`src/hw/rtl/aest_pkg.sv`:
```
// ----------------------------------------------------------------------------
// aest_pkg
// Shared types and constants of the absolute encoder speed tracker.
// ----------------------------------------------------------------------------
package aest_pkg;

   localparam int ANGLE_BITS = 12;
   localparam int COUNTS = 1 << ANGLE_BITS;
   localparam int HALF = COUNTS >> 1;
   localparam int CSR_IDX_W = 3;
   localparam int CSR_DATA_W = 16;
   localparam int REQ_DATA_W = 56;
   localparam int RSP_DATA_W = 136;
   localparam int NUM_W = 36;
   localparam int DEN_W = 44;
   localparam int QUO_W = 36;

   localparam logic [CSR_IDX_W-1:0] CSR_ANGLE_PERIOD = 3'd0;
   localparam logic [CSR_IDX_W-1:0] CSR_SPEED_PERIOD = 3'd1;
   localparam logic [CSR_IDX_W-1:0] CSR_REC_THRESH = 3'd2;
   localparam logic [CSR_IDX_W-1:0] CSR_REC_PERIOD = 3'd3;
   localparam logic [CSR_IDX_W-1:0] CSR_DIR_INVERT = 3'd4;

   typedef struct packed {
      logic load;
      logic div_start;
      logic commit;
   } ctrl_cmd_type;

   typedef struct packed {
      logic drop;
      logic need_div;
      logic div_done;
   } ctrl_sts_type;

endpackage

```
`src/hw/rtl/aest_ctrl.sv`:
```
// ----------------------------------------------------------------------------
// aest_ctrl
// Controller: sequences load, optional division, commit and output handoff.
// ----------------------------------------------------------------------------
module aest_ctrl
   import aest_pkg::*;
(
   input  logic         clock,
   input  logic         reset,
   input  logic         req_tvalid,
   output logic         req_tready,
   output logic         rsp_tvalid,
   input  logic         rsp_tready,
   input  ctrl_sts_type sts,
   output ctrl_cmd_type cmd
);

   typedef enum logic [2:0] {S_IDLE, S_EVAL, S_DIV, S_COMMIT, S_OUT} state_type;

   state_type state_ff, state_in;
   logic      out_ff, out_in;

   assign req_tready = (state_ff == S_IDLE);
   assign rsp_tvalid = out_ff;

   always_comb begin
      state_in = state_ff;
      out_in = out_ff;
      cmd = '0;
      case (state_ff)
         S_IDLE: begin
            if (req_tvalid) begin
               cmd.load = 1'b1;
               state_in = S_EVAL;
            end
         end
         S_EVAL: begin
            if (sts.drop) begin
               state_in = S_IDLE;
            end else if (sts.need_div) begin
               cmd.div_start = 1'b1;
               state_in = S_DIV;
            end else begin
               state_in = S_COMMIT;
            end
         end
         S_DIV: begin
            if (sts.div_done) begin
               state_in = S_COMMIT;
            end
         end
         S_COMMIT: begin
            cmd.commit = 1'b1;
            out_in = 1'b1;
            state_in = S_OUT;
         end
         S_OUT: begin
            if (rsp_tready) begin
               out_in = 1'b0;
               state_in = S_IDLE;
            end
         end
         default: state_in = S_IDLE;
      endcase
   end

   always_ff @(posedge clock) begin
      if (reset) begin
         state_ff <= S_IDLE;
         out_ff <= 1'b0;
      end else begin
         state_ff <= state_in;
         out_ff <= out_in;
      end
   end

endmodule

```
`src/hw/rtl/aest_div.sv`:
```
// ----------------------------------------------------------------------------
// aest_div
// Restoring serial divider, one quotient bit per cycle.
// ----------------------------------------------------------------------------
module aest_div
   import aest_pkg::*;
(
   input  logic             clock,
   input  logic             reset,
   input  logic             start,
   input  logic [NUM_W-1:0] num,
   input  logic [DEN_W-1:0] den,
   output logic             done,
   output logic [QUO_W-1:0] quo
);

   logic [QUO_W-1:0] q_ff, q_in;
   logic [DEN_W:0]   r_ff, r_in;
   logic [DEN_W-1:0] d_ff, d_in;
   logic [5:0]       cnt_ff, cnt_in;
   logic             busy_ff, busy_in;
   logic [DEN_W:0]   trial;

   assign quo = q_ff;
   assign done = busy_ff && (cnt_ff == 6'd0);

   always_comb begin
      q_in = q_ff;
      r_in = r_ff;
      d_in = d_ff;
      cnt_in = cnt_ff;
      busy_in = busy_ff;
      trial = {r_ff[DEN_W-1:0], q_ff[QUO_W-1]};
      if (start) begin
         q_in = num;
         r_in = '0;
         d_in = den;
         cnt_in = 6'(QUO_W);
         busy_in = 1'b1;
      end else if (busy_ff) begin
         if (cnt_ff == 6'd0) begin
            busy_in = 1'b0;
         end else begin
            if (trial >= {1'b0, d_ff}) begin
               r_in = trial - {1'b0, d_ff};
               q_in = {q_ff[QUO_W-2:0], 1'b1};
            end else begin
               r_in = trial;
               q_in = {q_ff[QUO_W-2:0], 1'b0};
            end
            cnt_in = cnt_ff - 6'd1;
         end
      end
   end

   always_ff @(posedge clock) begin
      if (reset) begin
         busy_ff <= 1'b0;
         cnt_ff <= '0;
      end else begin
         busy_ff <= busy_in;
         cnt_ff <= cnt_in;
      end
      q_ff <= q_in;
      r_ff <= r_in;
      d_ff <= d_in;
   end

endmodule

```
`src/hw/rtl/aest_dp.sv`:
```
// ----------------------------------------------------------------------------
// aest_dp
// Datapath: sample registers, tracker state, delta and angle arithmetic.
// ----------------------------------------------------------------------------
module aest_dp
   import aest_pkg::*;
(
   input  logic                  clock,
   input  logic                  reset,
   input  logic                  csr_we,
   input  logic [CSR_IDX_W-1:0]  csr_idx,
   input  logic [CSR_DATA_W-1:0] csr_wdata,
   input  logic [REQ_DATA_W-1:0] req_tdata,
   input  ctrl_cmd_type          cmd,
   output ctrl_sts_type          sts,
   output logic [RSP_DATA_W-1:0] rsp_tdata
);

   logic [15:0] aper_ff, sper_ff, rper_ff;
   logic [7:0]  thr_ff;
   logic        inv_ff;

   logic [31:0] now_ff;
   logic        aok_ff, sok_ff;
   logic [ANGLE_BITS-1:0] raw_ff;
   logic [7:0]  stat_ff;

   logic [31:0] last_ff, ptime_ff, total_ff, seq_ff, rtime_ff;
   logic        havep_ff, spok_ff, recd_ff;
   logic [ANGLE_BITS-1:0] pang_ff;
   logic [15:0] hang_ff, erun_ff;
   logic signed [19:0] rpm_ff;
   logic signed [12:0] hdel_ff;
   logic        det_ff, weak_ff, strg_ff, rec_ff, aval_ff;

   logic [31:0] dt;
   logic signed [ANGLE_BITS+1:0] draw, dwrap, dal;
   logic [ANGLE_BITS:0] mag;
   logic [NUM_W-1:0] num;
   logic [DEN_W-1:0] den;
   logic div_done;
   logic [QUO_W-1:0] quo;
   logic speed_upd;
   logic [15:0] erun_next;
   logic [ANGLE_BITS+15:0] ang_prod;

   assign dt = now_ff - ptime_ff;
   assign draw = $signed({2'b00, raw_ff}) - $signed({2'b00, pang_ff});
   always_comb begin
      dwrap = draw;
      if (draw > $signed((ANGLE_BITS+2)'(HALF))) begin
         dwrap = draw - $signed((ANGLE_BITS+2)'(COUNTS));
      end else if (draw < -$signed((ANGLE_BITS+2)'(HALF))) begin
         dwrap = draw + $signed((ANGLE_BITS+2)'(COUNTS));
      end
      dal = inv_ff ? -dwrap : dwrap;
   end
   assign mag = dal[ANGLE_BITS+1] ? (ANGLE_BITS+1)'(0) - dal[ANGLE_BITS:0] : dal[ANGLE_BITS:0];
   assign num = NUM_W'(mag) * NUM_W'(600000);
   assign den = {dt, {ANGLE_BITS{1'b0}}};
   assign speed_upd = havep_ff && (dt >= 32'(sper_ff));
   assign erun_next = (erun_ff == 16'hFFFF) ? erun_ff : erun_ff + 16'd1;
   assign ang_prod = (ANGLE_BITS+16)'(raw_ff) * (ANGLE_BITS+16)'(36000);

   assign sts.drop = (now_ff - last_ff) < 32'(aper_ff);
   assign sts.need_div = aok_ff && speed_upd && (dt != 32'd0);
   assign sts.div_done = div_done;

   aest_div u_div (
      .clock(clock), .reset(reset), .start(cmd.div_start),
      .num(num), .den(den), .done(div_done), .quo(quo)
   );

   assign rsp_tdata = {1'b0, rec_ff, strg_ff, weak_ff, det_ff, erun_ff, seq_ff, total_ff,
                       hdel_ff, rpm_ff, hang_ff, spok_ff, aval_ff};

   always_ff @(posedge clock) begin
      if (cmd.load) begin
         now_ff <= req_tdata[31:0];
         aok_ff <= req_tdata[32];
         raw_ff <= req_tdata[32+ANGLE_BITS:33];
         sok_ff <= req_tdata[45];
         stat_ff <= req_tdata[53:46];
      end
      if (reset) begin
         aper_ff <= 16'd20;
         sper_ff <= 16'd200;
         thr_ff <= 8'd5;
         rper_ff <= 16'd500;
         inv_ff <= 1'b1;
         last_ff <= '0; ptime_ff <= '0; total_ff <= '0; seq_ff <= '0; rtime_ff <= '0;
         havep_ff <= 1'b0; spok_ff <= 1'b0; recd_ff <= 1'b0;
         pang_ff <= '0; hang_ff <= '0; erun_ff <= '0; rpm_ff <= '0; hdel_ff <= '0;
      end else begin
         if (csr_we) begin
            case (csr_idx)
               CSR_ANGLE_PERIOD: aper_ff <= csr_wdata;
               CSR_SPEED_PERIOD: sper_ff <= csr_wdata;
               CSR_REC_THRESH:   thr_ff <= csr_wdata[7:0];
               CSR_REC_PERIOD:   rper_ff <= csr_wdata;
               CSR_DIR_INVERT:   inv_ff <= csr_wdata[0];
               default: ;
            endcase
         end
         if (cmd.commit) begin
            last_ff <= now_ff;
            aval_ff <= aok_ff;
            det_ff <= 1'b0; weak_ff <= 1'b0; strg_ff <= 1'b0; rec_ff <= 1'b0;
            if (!aok_ff) begin
               spok_ff <= 1'b0;
               havep_ff <= 1'b0;
               ptime_ff <= now_ff;
               erun_ff <= erun_next;
               if (erun_next >= {8'd0, thr_ff} &&
                   (!recd_ff || (now_ff - rtime_ff) >= 32'(rper_ff))) begin
                  rec_ff <= 1'b1;
                  rtime_ff <= now_ff;
                  recd_ff <= 1'b1;
               end
            end else begin
               if (sok_ff) begin
                  det_ff <= stat_ff[5]; weak_ff <= stat_ff[4]; strg_ff <= stat_ff[3];
               end
               if (!havep_ff) begin
                  pang_ff <= raw_ff;
                  ptime_ff <= now_ff;
                  havep_ff <= 1'b1;
                  spok_ff <= 1'b0;
                  hdel_ff <= '0;
               end else if (speed_upd) begin
                  hdel_ff <= 13'(dal);
                  total_ff <= total_ff + 32'(dal);
                  if (dt != 32'd0) begin
                     rpm_ff <= dal[ANGLE_BITS+1] ? 20'd0 - quo[19:0] : quo[19:0];
                     spok_ff <= 1'b1;
                     seq_ff <= seq_ff + 32'd1;
                  end else begin
                     spok_ff <= 1'b0;
                  end
                  pang_ff <= raw_ff;
                  ptime_ff <= now_ff;
               end
               hang_ff <= 16'(ang_prod >> ANGLE_BITS);
               erun_ff <= '0;
            end
         end
      end
   end

endmodule

```
`src/hw/rtl/absolute_encoder_speed_tracker_top.sv`:
```
// An item that starts a speed update passes the 36-step serial divider for rpm
// before its commit, and the next item is accepted only after its result is taken.
// Other items go from evaluation straight to commit, and a sample that arrives too
// early is dropped at evaluation without a response.
// One item is in flight at a time; the result is held until taken.
// Synchronous active-high reset restores CSR defaults and clears the tracker history.
// ----------------------------------------------------------------------------
// absolute_encoder_speed_tracker_top
// Absolute encoder angle, delta, total and speed tracker.
// ----------------------------------------------------------------------------
module absolute_encoder_speed_tracker_top
   import aest_pkg::*;
(
   input  logic                  clock,
   input  logic                  reset,
   input  logic                  csr_we,
   input  logic [CSR_IDX_W-1:0]  csr_idx,
   input  logic [CSR_DATA_W-1:0] csr_wdata,
   input  logic                  req_tvalid,
   output logic                  req_tready,
   // now_ms, angle_read_ok, sensor angle, status_read_ok, status_byte
   input  logic [REQ_DATA_W-1:0] req_tdata,
   output logic                  rsp_tvalid,
   input  logic                  rsp_tready,
   // angle good, speed good, angle_centideg, rpm_tenths, delta_counts,
   // total_counts, speed_sequence, consecutive_errors, magnet present,
   // magnet low, magnet high, bus_recover
   output logic [RSP_DATA_W-1:0] rsp_tdata
);

   ctrl_cmd_type cmd;
   ctrl_sts_type sts;

   aest_ctrl u_ctrl (
      .clock(clock), .reset(reset), .req_tvalid(req_tvalid), .req_tready(req_tready),
      .rsp_tvalid(rsp_tvalid), .rsp_tready(rsp_tready), .sts(sts), .cmd(cmd)
   );

   aest_dp u_dp (
      .clock(clock), .reset(reset), .csr_we(csr_we), .csr_idx(csr_idx),
      .csr_wdata(csr_wdata), .req_tdata(req_tdata), .cmd(cmd), .sts(sts),
      .rsp_tdata(rsp_tdata)
   );

endmodule
```
`config.mk`:
```
export PLATFORM = sky130hd
export DESIGN_NAME = absolute_encoder_speed_tracker_top
export DESIGN_NICKNAME = d
export VERILOG_FILES = /design/src/hw/rtl/aest_pkg.sv /design/src/hw/rtl/aest_ctrl.sv /design/src/hw/rtl/aest_div.sv /design/src/hw/rtl/aest_dp.sv /design/src/hw/rtl/absolute_encoder_speed_tracker_top.sv
export SDC_FILE = /design/constraint.sdc
export NUM_CORES = 2
export LEC_CHECK = 0
export BUFFER_PORTS_ARGS = -buffer_cell sky130_fd_sc_hd__buf_4
export CAP_MARGIN = 20
export CORE_ASPECT_RATIO = 1.4
export CORE_MARGIN = 3
export CORE_UTILIZATION = 35
export DETAILED_ROUTE_END_ITERATION = 10
export SYNTH_ARGS = -nofsm -noshare
export SYNTH_HDL_FRONTEND = slang
export SYNTH_SLANG_ARGS = --single-unit
```
`constraint.sdc`:
```
create_clock -name clock -period 9.1 [get_ports clock]
set_input_delay 2.73 -clock clock [delete_from_list [all_inputs] [get_ports clock]]
set_output_delay 2.73 -clock clock [all_outputs]
set_load 0.01 [all_outputs]
```
==> results.cfg <==
[outcome]
outcome = completed

[final_layout]
nNetsFinal = 4727
diodes = 0
drive_gt1_share_pct = 11.6
area_growth_syn_to_layout_pct = 15.5

[synth]
synthAdderAreaFrac_pct = 18.7
synth_most_common_cell = inv_1
yosys.area_share.simple_pct = 16.9
ys_types = 82
ys.flop_type = dfxtp_1
yosys.area.top_type = dfxtp_1
synth_cells = 3981
synth_common_cells = 443 x inv_1, 394 x ha_1, 393 x nand2_1
yosys_register_bits = 474
synth_edf_count = 113
synth.top_cells.by_area = dfxtp_1 21%, ha_1 15%, edfxtp_1 10%
synth-seq-area-share_pct = 31.3
synth-warning-count = 0
synth_mux_area_share_pct = 4.17
synth_area_um2 = 33900
synth_compound_area_share_pct = 15.6
async_flop_share_pct = 0
syn_nets = 4525
synth_top_family_by_area = adder cells
synthXorXnorAreaFrac_pct = 6.25
syn_area_per_cell_um2 = 8.52
synth_top_area_share_pct = 21.3

[power_and_ir_drop]
p_int_w = 0.00979
finalPower_w = 0.0177
ir_worst_vdd_mv = 1.27
pwr-share-clk_pct = 12.5
pwr-share-seq_pct = 13.0
powerDensity_nw_per_um2 = 451
p_leak_nw = 16.4
switching_share_pct = 44.7
pwr-share-comb_pct = 74.5
p_switching_w = 0.00791

[cts]
cts_tree = done
numCtsBuffers = 53
cts_buffer_depth = 3
h-tree-depth = 2
clock_latency_ps = 620
clk_pin_slew_ps = 60
root_buffer = clkbuf_16
cts_sinks = 474

[placement]
place_worst_setup_slack_ps = -225
hpwl_mm = 66.2
io_buffers = 209
gp_congestion = 0.845

[grt]
grt_usage_pct = 16.8
grt_pass1_wl_mm = 140
grt_start_max_net_pins = 168
gr-total-overflow = 0
grt_pass1_vias = 26658
antenna_found_initial = 1

[setup_path]
worstSetupPathType = reg2reg
critPathArrivalTime_ps = 9030
crit_cells = 36
crit_path_max_fanout = 5
start_kind = flip-flop
end_kind = flip-flop
cpMaxStageDelayCell = fa_1
crit_family = adder cells
crit_buf_inv = 7
cpPeakStageDelay_ps = 550
required_ps = 9430
ff2ff_path_depth = 36

[routing]
wl_mm = 87.3
wire_per_inst_um = 15.8
via_per_inst = 4.99
drtAntennaViolNets = 0
firstDrtPassIters = 5
drt_iter0_markers = 1285
drc = 0
dr_total_vias = 27529

[sta]
skew_ps = 32.0
tns_ps = 0
drv_slew = 0
period_share_pct = 95.6
relSlewSlack_pct = 32.2
hold_viol_final = 0
setup_viol = 0
timing.fmax_mhz = 115
worstMarginPinSlew_ps = 1020
period_needed_ps = 8700
fin_ws_ps = 402

[hold_path]
hold_path_class = reg2reg
hold_depth = 2

[floorplan]
io-pin-count = 218
die_h_um = 374
die_w_um = 269
core_um2 = 95700
die-area_um2 = 101000
start_util_pct = 35.4
core.rowCount = 134

[run]
maxCapViolCount = 0
## final timing paths
| kind | start | to | slack [ps] |
|---|---|---|---|
| max | u_dp.raw_ff[0]$_DFFE_PP_ | u_dp.u_div.quo[32]$_DFFE_PP_ | 400 |
| max reg2reg | u_dp.raw_ff[0]$_DFFE_PP_ | u_dp.u_div.quo[32]$_DFFE_PP_ | 400 |
| min reg2reg | u_dp.u_div.quo[34]$_SDFFE_PP0P_ | u_dp.u_div.quo[35]$_SDFFE_PP0P_ | 450 |
| min | u_dp.u_div.quo[34]$_SDFFE_PP0P_ | u_dp.u_div.quo[35]$_SDFFE_PP0P_ | 450 |
## cell type report
class | instances | area, um^2
fillers | 9699 | 56500
multi-input cells | 2903 | 21200
flip-flops and latches | 474 | 10600
repair buffers | 307 | 2330
inverters | 444 | 1670
well taps | 1292 | 1620
clock buffers | 68 | 1460
clock inverters | 31 | 304
## tightest hold or removal path, stage by stage (launching register included)
cell	delay [ps]
dfxtp_1	310
nand2_1	50
a21oi_1	50
## logic make-up (layout without fill, tap and decap cells)
kind of cell	after synthesis	in the layout
AND/OR/NAND/NOR	1233	1233
buffers and inverters	604	850
other	1	1
flip-flops	474	474
AO/OA/AOI/OAI	821	821
XOR/XNOR	242	242
adder cells (fa/ha/maj)	465	465
multiplexers	141	141
## state kept, by name, indices dropped and copies added, names as in the netlist, 20 cells and up
| name | flops |
|---|---|
| u_dp.u_div.r_ff | 44 |
| u_dp.ptime_ff | 32 |
| u_dp.rtime_ff | 32 |
| u_dp.now_ff | 32 |
| u_dp.seq_ff | 32 |
| u_dp.u_div.d_ff | 32 |
| u_dp.total_ff | 32 |
| u_dp.u_div.quo | 36 |
| u_dp.last_ff | 32 |
| u_dp.rpm_ff | 20 |
## repair_timing
| item | in CTS | in global routing |
|---|---|---|
| hold buffers | 0 | 0 |
| pin swaps | 0 | 27 |
| setup endpoints to repair | 3 | 5 |
| gates resized for setup | 5 | 45 |
| setup buffers | 0 | 7 |
| cloned | 0 | 0 |
## power groups by stage
stage          clock network [W]  logic [W]  registers, W
3_5_place_dp                   0     0.0130       0.00235
4_1_cts                  0.00228     0.0131       0.00230
3_3_place_gp                   0     0.0128       0.00235
6_report                 0.00221     0.0132       0.00230
5_1_grt                  0.00235     0.0150       0.00231
2_1_floorplan                  0    0.00950       0.00232
## layer usage
layer	track usage, %	routed length [um]	part of all wire, %	up-vias
met5	0	0	0	-
met1	20.6	38500	44	12972
met3	2.53	3200	3.7	105
met4	4.44	2070	2.4	0
li1	-	-	-	14059
met2	30.3	43500	50	393
## placed cells by master (no fill, tap or decap), types with 13 or more instances in the layout
cell | synthesis | final
and2_1 | 21 | 18
xnor2_1 | 137 | 129
nand3b_1 | 16 | 16
dfxtp_1 | 361 | 361
mux2i_1 | 139 | 139
or3_1 | 24 | 24
a211o_1 | 14 | 14
clkinv_2 | 0 | 13
o21a_1 | 31 | 31
ha_1 | 394 | 388
a21oi_2 | 20 | 21
edfxtp_1 | 113 | 113
a31oi_1 | 34 | 33
o211ai_1 | 17 | 17
nand4_1 | 44 | 44
a22oi_1 | 17 | 17
nand2_1 | 393 | 393
and3_1 | 44 | 44
nand3_1 | 59 | 58
nand2b_1 | 105 | 104
xor2_1 | 105 | 104
buf_4 | 12 | 304
o21bai_1 | 33 | 33
nor3_1 | 71 | 70
fa_1 | 70 | 68
nor2_1 | 368 | 365
a21oi_1 | 284 | 283
a211oi_1 | 64 | 63
a21o_1 | 80 | 80
nor4_1 | 14 | 13
clkbuf_16 | 0 | 54
nor2b_1 | 33 | 29
inv_1 | 443 | 440
o21ai_0 | 114 | 106
## through the flow
step                cell area [um^2]  hold slack, ps  utilization [%]  instances
finish                         39200             453             41.0       5519
global route                   39200             468             41.0       5519
CTS                            39000             454             40.7       5512
detailed placement             37200             445             38.8       5413
global placement               37200             438             38.8       5413
floorplan                      34000             432                -       3981
Note: power is estimated with default switching activity, not from simulation.
